$ cat src/rtl/core/stt_pkg.sv
// ----------------------------------------------------------------------------
// Software timer table package
// Command codes, result kinds and the control/status structs shared by the
// controller, the datapath and the top level.
// ----------------------------------------------------------------------------
`default_nettype none

package stt_pkg;

    // Table size default and bounds of a tick report
    localparam int SLOTS_DEF = 16;
    localparam int MAX_FIRES = 16;
    localparam int FCNT_W    = $clog2(MAX_FIRES + 1);

    // Field widths
    localparam int CMD_W  = 2;
    localparam int KIND_W = 3;
    localparam int ID_W   = 32;
    localparam int MS_W   = 32;
    localparam int TAG_W  = 8;

    // Command codes
    localparam logic [CMD_W-1:0] CMD_ADD    = 2'd0;
    localparam logic [CMD_W-1:0] CMD_CANCEL = 2'd1;
    localparam logic [CMD_W-1:0] CMD_TICK   = 2'd2;

    // Result kinds
    localparam logic [KIND_W-1:0] KIND_ADDED     = 3'd0;
    localparam logic [KIND_W-1:0] KIND_FULL      = 3'd1;
    localparam logic [KIND_W-1:0] KIND_CANCELLED = 3'd2;
    localparam logic [KIND_W-1:0] KIND_NOT_FOUND = 3'd3;
    localparam logic [KIND_W-1:0] KIND_FIRED     = 3'd4;
    localparam logic [KIND_W-1:0] KIND_NO_FIRE   = 3'd5;

    // Controller to datapath commands
    typedef struct packed {
        logic load;        // latch the accepted command word
        logic add_write;   // write new entry at the scan index
        logic add_full;    // report table full
        logic rd_en;       // read entry at the scan index
        logic cancel_hit;  // free the entry that matched
        logic not_found;   // report cancel miss
        logic tick_end;    // flush the pending fire or report no fire
    } t_ctl_cmd;

    // Datapath to controller status
    typedef struct packed {
        logic slot_free;   // entry at the scan index is free
        logic match;       // entry just read holds the cancel id
    } t_ctl_sts;

endpackage

`default_nettype wire

$ cat src/rtl/core/stt_ctrl.sv
// ----------------------------------------------------------------------------
// Software timer table controller
// Sequences the slot scan for add, cancel and tick commands.
// ----------------------------------------------------------------------------
`default_nettype none

module stt_ctrl #(
    parameter int SLOTS = stt_pkg::SLOTS_DEF,
    parameter int IDX_W = (SLOTS > 1) ? $clog2(SLOTS) : 1
) (
    input  wire logic                      i_clk,
    input  wire logic                      i_rst_n,
    input  wire logic                      start,
    output logic                           busy,
    input  wire logic [stt_pkg::CMD_W-1:0] i_cmd,
    input  wire stt_pkg::t_ctl_sts         i_sts,
    output stt_pkg::t_ctl_cmd              o_ctl,
    output logic [IDX_W-1:0]               o_idx
);
    import stt_pkg::*;

    typedef enum logic [2:0] {
        S_IDLE,
        S_ADD,
        S_CANCEL,
        S_CANCEL_WAIT,
        S_TICK,
        S_TICK_WAIT,
        S_TICK_END
    } t_state;

    localparam logic [IDX_W-1:0] LAST_IDX = IDX_W'(SLOTS - 1);

    t_state           r_state, n_state;
    logic [IDX_W-1:0] r_idx, n_idx;
    logic             last_idx;

    assign last_idx = (r_idx == LAST_IDX);
    assign busy     = (r_state != S_IDLE);
    assign o_idx    = r_idx;

    // Next state and commands
    always_comb begin
        n_state = r_state;
        n_idx   = r_idx;
        o_ctl   = '0;
        case (r_state)
            S_IDLE: begin
                n_idx = '0;
                if (start) begin
                    o_ctl.load = 1'b1;
                    case (i_cmd)
                        CMD_ADD:    n_state = S_ADD;
                        CMD_CANCEL: n_state = S_CANCEL;
                        CMD_TICK:   n_state = S_TICK;
                        default:    n_state = S_IDLE;
                    endcase
                end
            end
            S_ADD: begin
                if (i_sts.slot_free) begin
                    o_ctl.add_write = 1'b1;
                    n_state = S_IDLE;
                end else if (last_idx) begin
                    o_ctl.add_full = 1'b1;
                    n_state = S_IDLE;
                end else begin
                    n_idx = r_idx + 1'b1;
                end
            end
            S_CANCEL: begin
                o_ctl.rd_en = 1'b1;
                if (i_sts.match) begin
                    o_ctl.cancel_hit = 1'b1;
                    n_state = S_IDLE;
                end else if (last_idx) begin
                    n_state = S_CANCEL_WAIT;
                end else begin
                    n_idx = r_idx + 1'b1;
                end
            end
            S_CANCEL_WAIT: begin
                if (i_sts.match) begin
                    o_ctl.cancel_hit = 1'b1;
                end else begin
                    o_ctl.not_found = 1'b1;
                end
                n_state = S_IDLE;
            end
            S_TICK: begin
                o_ctl.rd_en = 1'b1;
                if (last_idx) begin
                    n_state = S_TICK_WAIT;
                end else begin
                    n_idx = r_idx + 1'b1;
                end
            end
            S_TICK_WAIT: begin
                n_state = S_TICK_END;
            end
            S_TICK_END: begin
                o_ctl.tick_end = 1'b1;
                n_state = S_IDLE;
            end
            default: begin
                n_state = S_IDLE;
            end
        endcase
    end

    // Hold state and scan index
    always_ff @(posedge i_clk) begin
        if (!i_rst_n) begin
            r_state <= S_IDLE;
            r_idx   <= '0;
        end else begin
            r_state <= n_state;
            r_idx   <= n_idx;
        end
    end

endmodule

`default_nettype wire

$ cat src/rtl/core/stt_dp.sv
// ----------------------------------------------------------------------------
// Software timer table datapath
// Entry memory, live bits, id counter, tick update and result register.
// ----------------------------------------------------------------------------
`default_nettype none

module stt_dp #(
    parameter int SLOTS = stt_pkg::SLOTS_DEF,
    parameter int IDX_W = (SLOTS > 1) ? $clog2(SLOTS) : 1
) (
    input  wire logic                       i_clk,
    input  wire logic                       i_rst_n,
    input  wire stt_pkg::t_ctl_cmd          i_ctl,
    input  wire logic [IDX_W-1:0]           i_idx,
    output stt_pkg::t_ctl_sts               o_sts,
    input  wire logic [stt_pkg::CMD_W-1:0]  i_cmd,
    input  wire logic [stt_pkg::MS_W-1:0]   i_interval_ms,
    input  wire logic                       i_one_shot,
    input  wire logic [stt_pkg::ID_W-1:0]   i_cancel_id,
    input  wire logic [stt_pkg::MS_W-1:0]   i_delta_ms,
    input  wire logic [stt_pkg::TAG_W-1:0]  i_frame_tag,
    output logic                            o_valid,
    output logic [stt_pkg::KIND_W-1:0]      o_kind,
    output logic [stt_pkg::ID_W-1:0]        o_task_id,
    output logic                            o_last
);
    import stt_pkg::*;

    typedef struct packed {
        logic [ID_W-1:0]  id;
        logic [MS_W-1:0]  period;
        logic [MS_W-1:0]  remaining;
        logic             one_shot;
        logic [TAG_W-1:0] frame;
    } t_entry;

    // Entry store and live bits
    t_entry           r_mem [SLOTS];
    logic [SLOTS-1:0] r_live;

    // Latched command word
    logic [CMD_W-1:0] r_op;
    logic [MS_W-1:0]  r_interval;
    logic             r_one_shot;
    logic [ID_W-1:0]  r_cid;
    logic [MS_W-1:0]  r_delta;
    logic [TAG_W-1:0] r_tag;
    logic [ID_W-1:0]  r_next_id;

    // Read stage
    t_entry           r_rd_data;
    logic             r_rd_vld;
    logic [IDX_W-1:0] r_rd_idx;

    // Fire reporting
    logic [FCNT_W-1:0] r_fcnt;
    logic              r_pend_vld;
    logic [ID_W-1:0]   r_pend_id;

    // Result register
    logic              r_out_vld, n_out_vld;
    logic [KIND_W-1:0] r_out_kind, n_out_kind;
    logic [ID_W-1:0]   r_out_id, n_out_id;
    logic              r_out_last, n_out_last;

    // Tick update of the entry just read
    logic             rd_live;
    logic             visit;
    logic [MS_W-1:0]  rem_dec;
    logic             fire;
    logic             report;
    t_entry           upd;

    // Write port
    logic             we;
    logic [IDX_W-1:0] wa;
    t_entry           wd;

    assign rd_live = r_live[r_rd_idx];
    assign visit   = r_rd_vld && (r_op == CMD_TICK) && rd_live;
    assign rem_dec = (r_rd_data.remaining > r_delta) ? (r_rd_data.remaining - r_delta) : '0;
    assign fire    = (rem_dec == '0) && (r_rd_data.frame != r_tag);
    assign report  = visit && fire && (r_fcnt < FCNT_W'(MAX_FIRES));

    always_comb begin
        upd           = r_rd_data;
        upd.remaining = (fire && !r_rd_data.one_shot) ? r_rd_data.period : rem_dec;
        upd.frame     = r_tag;
    end

    assign o_sts.slot_free = !r_live[i_idx];
    assign o_sts.match     = r_rd_vld && rd_live && (r_rd_data.id == r_cid);

    // Select the memory write
    always_comb begin
        we = 1'b0;
        wa = i_idx;
        wd = '{id: r_next_id, period: r_interval, remaining: r_interval,
               one_shot: r_one_shot, frame: r_tag};
        if (i_ctl.add_write) begin
            we = 1'b1;
        end else if (visit) begin
            we = 1'b1;
            wa = r_rd_idx;
            wd = upd;
        end
    end

    // Write and read the entry store
    always_ff @(posedge i_clk) begin
        if (we) begin
            r_mem[wa] <= wd;
        end
        if (i_ctl.rd_en) begin
            r_rd_data <= r_mem[i_idx];
        end
        r_rd_idx <= i_idx;
    end

    // Latch the command word
    always_ff @(posedge i_clk) begin
        if (i_ctl.load) begin
            r_op       <= i_cmd;
            r_interval <= i_interval_ms;
            r_one_shot <= i_one_shot;
            r_cid      <= i_cancel_id;
            r_delta    <= i_delta_ms;
            r_tag      <= i_frame_tag;
        end
    end

    // Live bits, id counter, read valid and fire tracking
    always_ff @(posedge i_clk) begin
        if (!i_rst_n) begin
            r_live     <= '0;
            r_next_id  <= '0;
            r_rd_vld   <= 1'b0;
            r_fcnt     <= '0;
            r_pend_vld <= 1'b0;
        end else begin
            r_rd_vld <= i_ctl.rd_en;
            if (i_ctl.add_write) begin
                r_live[i_idx] <= 1'b1;
                r_next_id     <= r_next_id + 1'b1;
            end
            if (i_ctl.cancel_hit) begin
                r_live[r_rd_idx] <= 1'b0;
            end
            if (visit && fire && r_rd_data.one_shot) begin
                r_live[r_rd_idx] <= 1'b0;
            end
            if (i_ctl.load) begin
                r_fcnt     <= '0;
                r_pend_vld <= 1'b0;
            end else if (report) begin
                r_fcnt     <= r_fcnt + 1'b1;
                r_pend_vld <= 1'b1;
            end
        end
    end

    always_ff @(posedge i_clk) begin
        if (report) begin
            r_pend_id <= r_rd_data.id;
        end
    end

    // Build the next result word
    always_comb begin
        n_out_vld  = 1'b0;
        n_out_kind = r_out_kind;
        n_out_id   = r_out_id;
        n_out_last = r_out_last;
        if (i_ctl.add_write) begin
            n_out_vld  = 1'b1;
            n_out_kind = KIND_ADDED;
            n_out_id   = r_next_id;
            n_out_last = 1'b1;
        end else if (i_ctl.add_full) begin
            n_out_vld  = 1'b1;
            n_out_kind = KIND_FULL;
            n_out_id   = '0;
            n_out_last = 1'b1;
        end else if (i_ctl.cancel_hit) begin
            n_out_vld  = 1'b1;
            n_out_kind = KIND_CANCELLED;
            n_out_id   = r_cid;
            n_out_last = 1'b1;
        end else if (i_ctl.not_found) begin
            n_out_vld  = 1'b1;
            n_out_kind = KIND_NOT_FOUND;
            n_out_id   = r_cid;
            n_out_last = 1'b1;
        end else if (i_ctl.tick_end) begin
            n_out_vld  = 1'b1;
            n_out_kind = r_pend_vld ? KIND_FIRED : KIND_NO_FIRE;
            n_out_id   = r_pend_vld ? r_pend_id : '0;
            n_out_last = 1'b1;
        end else if (report && r_pend_vld) begin
            // a later fire exists, so the pending one is not last
            n_out_vld  = 1'b1;
            n_out_kind = KIND_FIRED;
            n_out_id   = r_pend_id;
            n_out_last = 1'b0;
        end
    end

    always_ff @(posedge i_clk) begin
        if (!i_rst_n) begin
            r_out_vld <= 1'b0;
        end else begin
            r_out_vld <= n_out_vld;
        end
        r_out_kind <= n_out_kind;
        r_out_id   <= n_out_id;
        r_out_last <= n_out_last;
    end

    assign o_valid   = r_out_vld;
    assign o_kind    = r_out_kind;
    assign o_task_id = r_out_id;
    assign o_last    = r_out_last;

endmodule

`default_nettype wire

$ cat src/rtl/core/software_timer_table.sv
// ----------------------------------------------------------------------------
// Software timer table
// Table of one-shot and periodic timers driven by add, cancel and tick words.
// ----------------------------------------------------------------------------
// A command word is taken when start is high and busy is low. Results appear
// on o_kind/o_task_id/o_last for one cycle each, marked by o_valid, and must
// be taken as they come: the receiver cannot stall. Add, cancel and tick
// scan the entry store one slot per cycle, cancel and tick through its single
// read port; a tick visits every slot, while add and cancel stop early when a
// free slot or the matching id is found. An unknown command code is taken and
// gives no result. A tick reports at most 16 fires in slot order, the final
// one marked last.
// ----------------------------------------------------------------------------
`default_nettype none

module software_timer_table #(
    parameter int SLOTS = stt_pkg::SLOTS_DEF
) (
    input  wire logic                       i_clk,
    input  wire logic                       i_rst_n,
    input  wire logic                       start,
    output logic                            busy,
    input  wire logic [stt_pkg::CMD_W-1:0]  i_cmd,
    input  wire logic [stt_pkg::MS_W-1:0]   i_interval_ms,
    input  wire logic                       i_one_shot,
    input  wire logic [stt_pkg::ID_W-1:0]   i_cancel_id,
    input  wire logic [stt_pkg::MS_W-1:0]   i_delta_ms,
    input  wire logic [stt_pkg::TAG_W-1:0]  i_frame_tag,
    output logic                            o_valid,
    output logic [stt_pkg::KIND_W-1:0]      o_kind,
    output logic [stt_pkg::ID_W-1:0]        o_task_id,
    output logic                            o_last
);
    import stt_pkg::*;

    localparam int IDX_W = (SLOTS > 1) ? $clog2(SLOTS) : 1;

    t_ctl_cmd         ctl;
    t_ctl_sts         sts;
    logic [IDX_W-1:0] idx;

    // Scan sequencer
    stt_ctrl #(
        .SLOTS (SLOTS),
        .IDX_W (IDX_W)
    ) u_ctrl (
        .i_clk   (i_clk),
        .i_rst_n (i_rst_n),
        .start   (start),
        .busy    (busy),
        .i_cmd   (i_cmd),
        .i_sts   (sts),
        .o_ctl   (ctl),
        .o_idx   (idx)
    );

    // Entry store and result path
    stt_dp #(
        .SLOTS (SLOTS),
        .IDX_W (IDX_W)
    ) u_dp (
        .i_clk         (i_clk),
        .i_rst_n       (i_rst_n),
        .i_ctl         (ctl),
        .i_idx         (idx),
        .o_sts         (sts),
        .i_cmd         (i_cmd),
        .i_interval_ms (i_interval_ms),
        .i_one_shot    (i_one_shot),
        .i_cancel_id   (i_cancel_id),
        .i_delta_ms    (i_delta_ms),
        .i_frame_tag   (i_frame_tag),
        .o_valid       (o_valid),
        .o_kind        (o_kind),
        .o_task_id     (o_task_id),
        .o_last        (o_last)
    );

endmodule

`default_nettype wire
$ cat config.mk
export PLATFORM = sky130hd
export DESIGN_NAME = software_timer_table
export DESIGN_NICKNAME = d
export VERILOG_FILES = /design/src/rtl/core/stt_pkg.sv /design/src/rtl/core/stt_ctrl.sv /design/src/rtl/core/stt_dp.sv /design/src/rtl/core/software_timer_table.sv
export SDC_FILE = /design/constraint.sdc
export NUM_CORES = 2
export LEC_CHECK = 0
export BUFFER_PORTS_ARGS = -buffer_cell sky130_fd_sc_hd__buf_4
export CAP_MARGIN = 30
export CORE_UTILIZATION = 35
export CTS_CLUSTER_SIZE = 24
export DETAILED_ROUTE_END_ITERATION = 6
export SYNTH_ARGS = -nofsm -noshare
export SYNTH_HDL_FRONTEND = slang
export SYNTH_SLANG_ARGS = --single-unit
$ cat constraint.sdc
create_clock -name i_clk -period 9.95 [get_ports i_clk]
set_input_delay 1.4925 -clock i_clk [delete_from_list [all_inputs] [get_ports i_clk]]
set_output_delay 1.4925 -clock i_clk [all_outputs]
set_load 0.02 [all_outputs]
==> results.toml <==
[final_layout]
nNetsFinal = 4271
fin_util = 0.4029
multi_input_area_sq_um = 18300
drive_gt1_frac = 0.2529
area_delta_synth_final_pct = 14.42
final_common_cell = "edfxtp_1"
final_cell_mix = "edfxtp_1 (1956), mux4_2 (535), nand2_1 (289)"
nFillCells = 19793
final-seq-area_sq_um = 60170

[synthesis]
synthArstFlopShare = 0
yosysTopAreaCell = "edfxtp_1"
muxShareOfSynthArea = 0.1525
synth_adder_area_share = 0.006257
syn-cell-area_sq_um = 79180
synth_seq_cells = 2027
synth_top_area_frac = 0.7418
synth_edf_count = 1956
synth_top_family_by_area = "multiplexers"
yosys_warnings = 0
synthesis.nets = 4015
synth_flop_cell = "edfxtp_1"
yosysUniqueCellTypes = 73
syn_inst = 3866
yosysSeqAreaShare = 0.7597
synth_area_leaders = "edfxtp_1 (74%), mux4_2 (15%), dfxtp_1 (1.8%), nand2_1 (1.4%), o21ai_0 (0.74%)"
synthXorXnorAreaFrac = 0.009402
synth_area_per_cell_sq_um = 20.48
synth_compound_area_frac = 0.02626
synth-simple-area-share = 0.03435

[setup_path]
cp-end-kind = "flip-flop"
critPathKind = "reg -> reg"
crit_path_top_delay_cell = "inv_2"
worstPathArrival_ns = 6.40
crit_chain = "inv_1 -> ha_1 -> fa_1 -> nand2b_1 -> a21oi_1 -> nor2_1 -> o21a_1 -> a211oi_1 -> o21ai_0 -> a2111oi_2 -> nand4_1 -> a211o_1 -> inv_2 -> a21oi_1 -> nand2_1 -> buf_16"
cpMostUsedCell = "a21oi_1"
critPathRequiredTime_ns = 10.49
critPathMaxStageDelay_ns = 0.64
crit_fanout = 38
startpoint_type = "flip-flop"

[place]
dpl.hpwl_microns = 102700
gp_congestion = 0.8360
io_buffers = 147

[sta]
rsz0062_at_grt = "no"
skew_ns = 0.05654
slew_headroom = 0.2810
finalHoldViolations = 0
setup_viol = 0
finalCriticalPeriod_ns = 5.858
fmax_mhz = 170.7
period_share = 0.5888
slew_viol_final = 0
tns_ns = 0
tightest_slew_ns = 1.078

[route]
drtIter0Drc = 3956
viasPerCell = 5.402
final_antenna_net_count = 0
route.detailed.drc = 84
via_count = 39286
routedWlPerCell_microns = 27.23
firstDrtPassIters = 7
drt-total-wl_microns = 198100

[grt]
gr-total-overflow = 0
grt_antenna_before_repair = 4
grt_max_degree = 136
grt_pass1_wl_microns = 286600
grt_pass1_vias = 39679
grt_usage = 0.1724

[job]
cap_violations = 0

[power]
ir_drop_v = 0.0001679
power.leakage_uw = 0.02834
p_per_area_nw_per_um2 = 230.2

[floorplan]
rows = 174
die_area_sq_um = 228100
die_w_microns = 477.6
ioPinCount = 148
start_util = 0.3521
dieHeight_microns = 477.6
core_area_sq_um = 224900

[worst_hold_path]
hold_class = "reg -> reg"

[clock_network]
cts-root-buf = "clkbuf_16"
cts_sinks = 2027
post_cts_buffers = 0
htreeDepth = 4
clk_pin_slew_ns = 0.06
postCtsHoldBufs = 0
cts.repair.resized = 0
clkLatencyLatePin_ns = 0.85
tritoncts = "done"
clk_path_buf_depth = 3
cts_buffers = 194

[run_status]
outcome = "finished, violations left"
violations = "DRC"
[path summary, 6_finish.rpt]
kind,slack [ns],start,depth (start not counted),end
max,4.09,u_dp.r_rd_data[9],16,u_dp.o_task_id[10]
min,0.48,u_dp.o_kind[2],2,u_dp.o_kind[2]
max reg2reg,4.09,u_dp.r_rd_data[9],16,u_dp.o_task_id[10]
min reg2reg,0.48,u_dp.o_kind[2],2,u_dp.o_kind[2]
[layer usage]
layer  track usage  wire [microns]  vias to the layer above  part of all wire
met5             0              13                        -          0.000066
met4       0.03498            2981                        2             0.015
met3       0.02986           13120                      213             0.066
met2        0.2698           93660                     1451              0.47
met1        0.2528           88280                    21186              0.45
li1              -               -                    16434                 -
[area by class of cell]
| cell class | instances | share of cell area |
|---|---|---|
| diodes | 2 | 0.00005524 |
| clock buffers | 248 | 0.05606 |
| clock inverters | 105 | 0.01094 |
| inverters | 51 | 0.002113 |
| multi-input cells | 1601 | 0.2019 |
| flip-flops and latches | 2027 | 0.6642 |
| well taps | 2992 | 0.04132 |
| repair buffers | 247 | 0.02342 |
[logic make-up (layout without fill, tap and decap cells)]
family / count (synthesis) / count (layout)
multiplexers: 538 / 538
XOR/XNOR: 85 / 85
AO/OA/AOI/OAI: 348 / 348
other: 0 / 2
flip-flops: 2027 / 2027
buffers and inverters: 238 / 651
adder cells (fa/ha/maj): 39 / 39
AND/OR/NAND/NOR: 591 / 591
[flip-flops by register name, summed over array words and instances (netlist names), 5 cells and up]
name	count
u_dp.o_task_id	32
u_dp.r_cid	32
u_dp.r_delta	32
u_dp.r_fcnt	5
u_dp.r_interval	32
u_dp.r_live	16
u_dp.r_mem	1680
u_dp.r_next_id	32
u_dp.r_pend_id	32
u_dp.r_rd_data	105
u_dp.r_tag	8
[worst max-delay path, delay by kind of cell (launching register included)]
| family | cells | cell delay, ns |
|---|---|---|
| simple gates | 4 | 1.32 |
| buf+inv | 3 | 0.92 |
| flops | 1 | 0.35 |
| compound gates | 7 | 2.31 |
| fa+ha+maj | 2 | 0.62 |
[synth_stat cells (10+ instances only)]
master / n
nand2_1: 290
a21oi_1: 108
dfxtp_1: 71
or3_1: 16
nor3_1: 12
edfxtp_1: 1956
ha_1: 38
nor2_1: 112
mux4_2: 535
xnor2_1: 25
nand2b_1: 10
and3_1: 46
buf_2: 10
o21ai_0: 117
nand4_1: 19
buf_1: 39
inv_1: 50
a22oi_1: 12
nor4_1: 16
clkbuf_1: 138
and2_1: 17
o21a_1: 10
a31oi_1: 19
nand3_1: 21
xor2_1: 60
[where the power goes]
part / switching, uW / internal [uW]
Combinational: 1970 / 1440
Sequential: 256 / 10100
Clock: 3180 / 3950
[through the flow]
step	setup WS, ns	hold WS (ns)	total power (uW)	cell area, sq um	instances
2_1_floorplan	2.426	0.3290	12750	79180	3866
3_3_place_gp	3.819	0.4648	13870	84330	6903
3_5_place_dp	4.151	0.4761	13920	84440	6915
4_1_cts	4.123	0.4896	21040	90510	7268
5_1_grt	3.580	0.5106	21620	90600	7272
6_report	4.092	0.4836	20860	90600	7273
(Power assumes the default switching activity.)
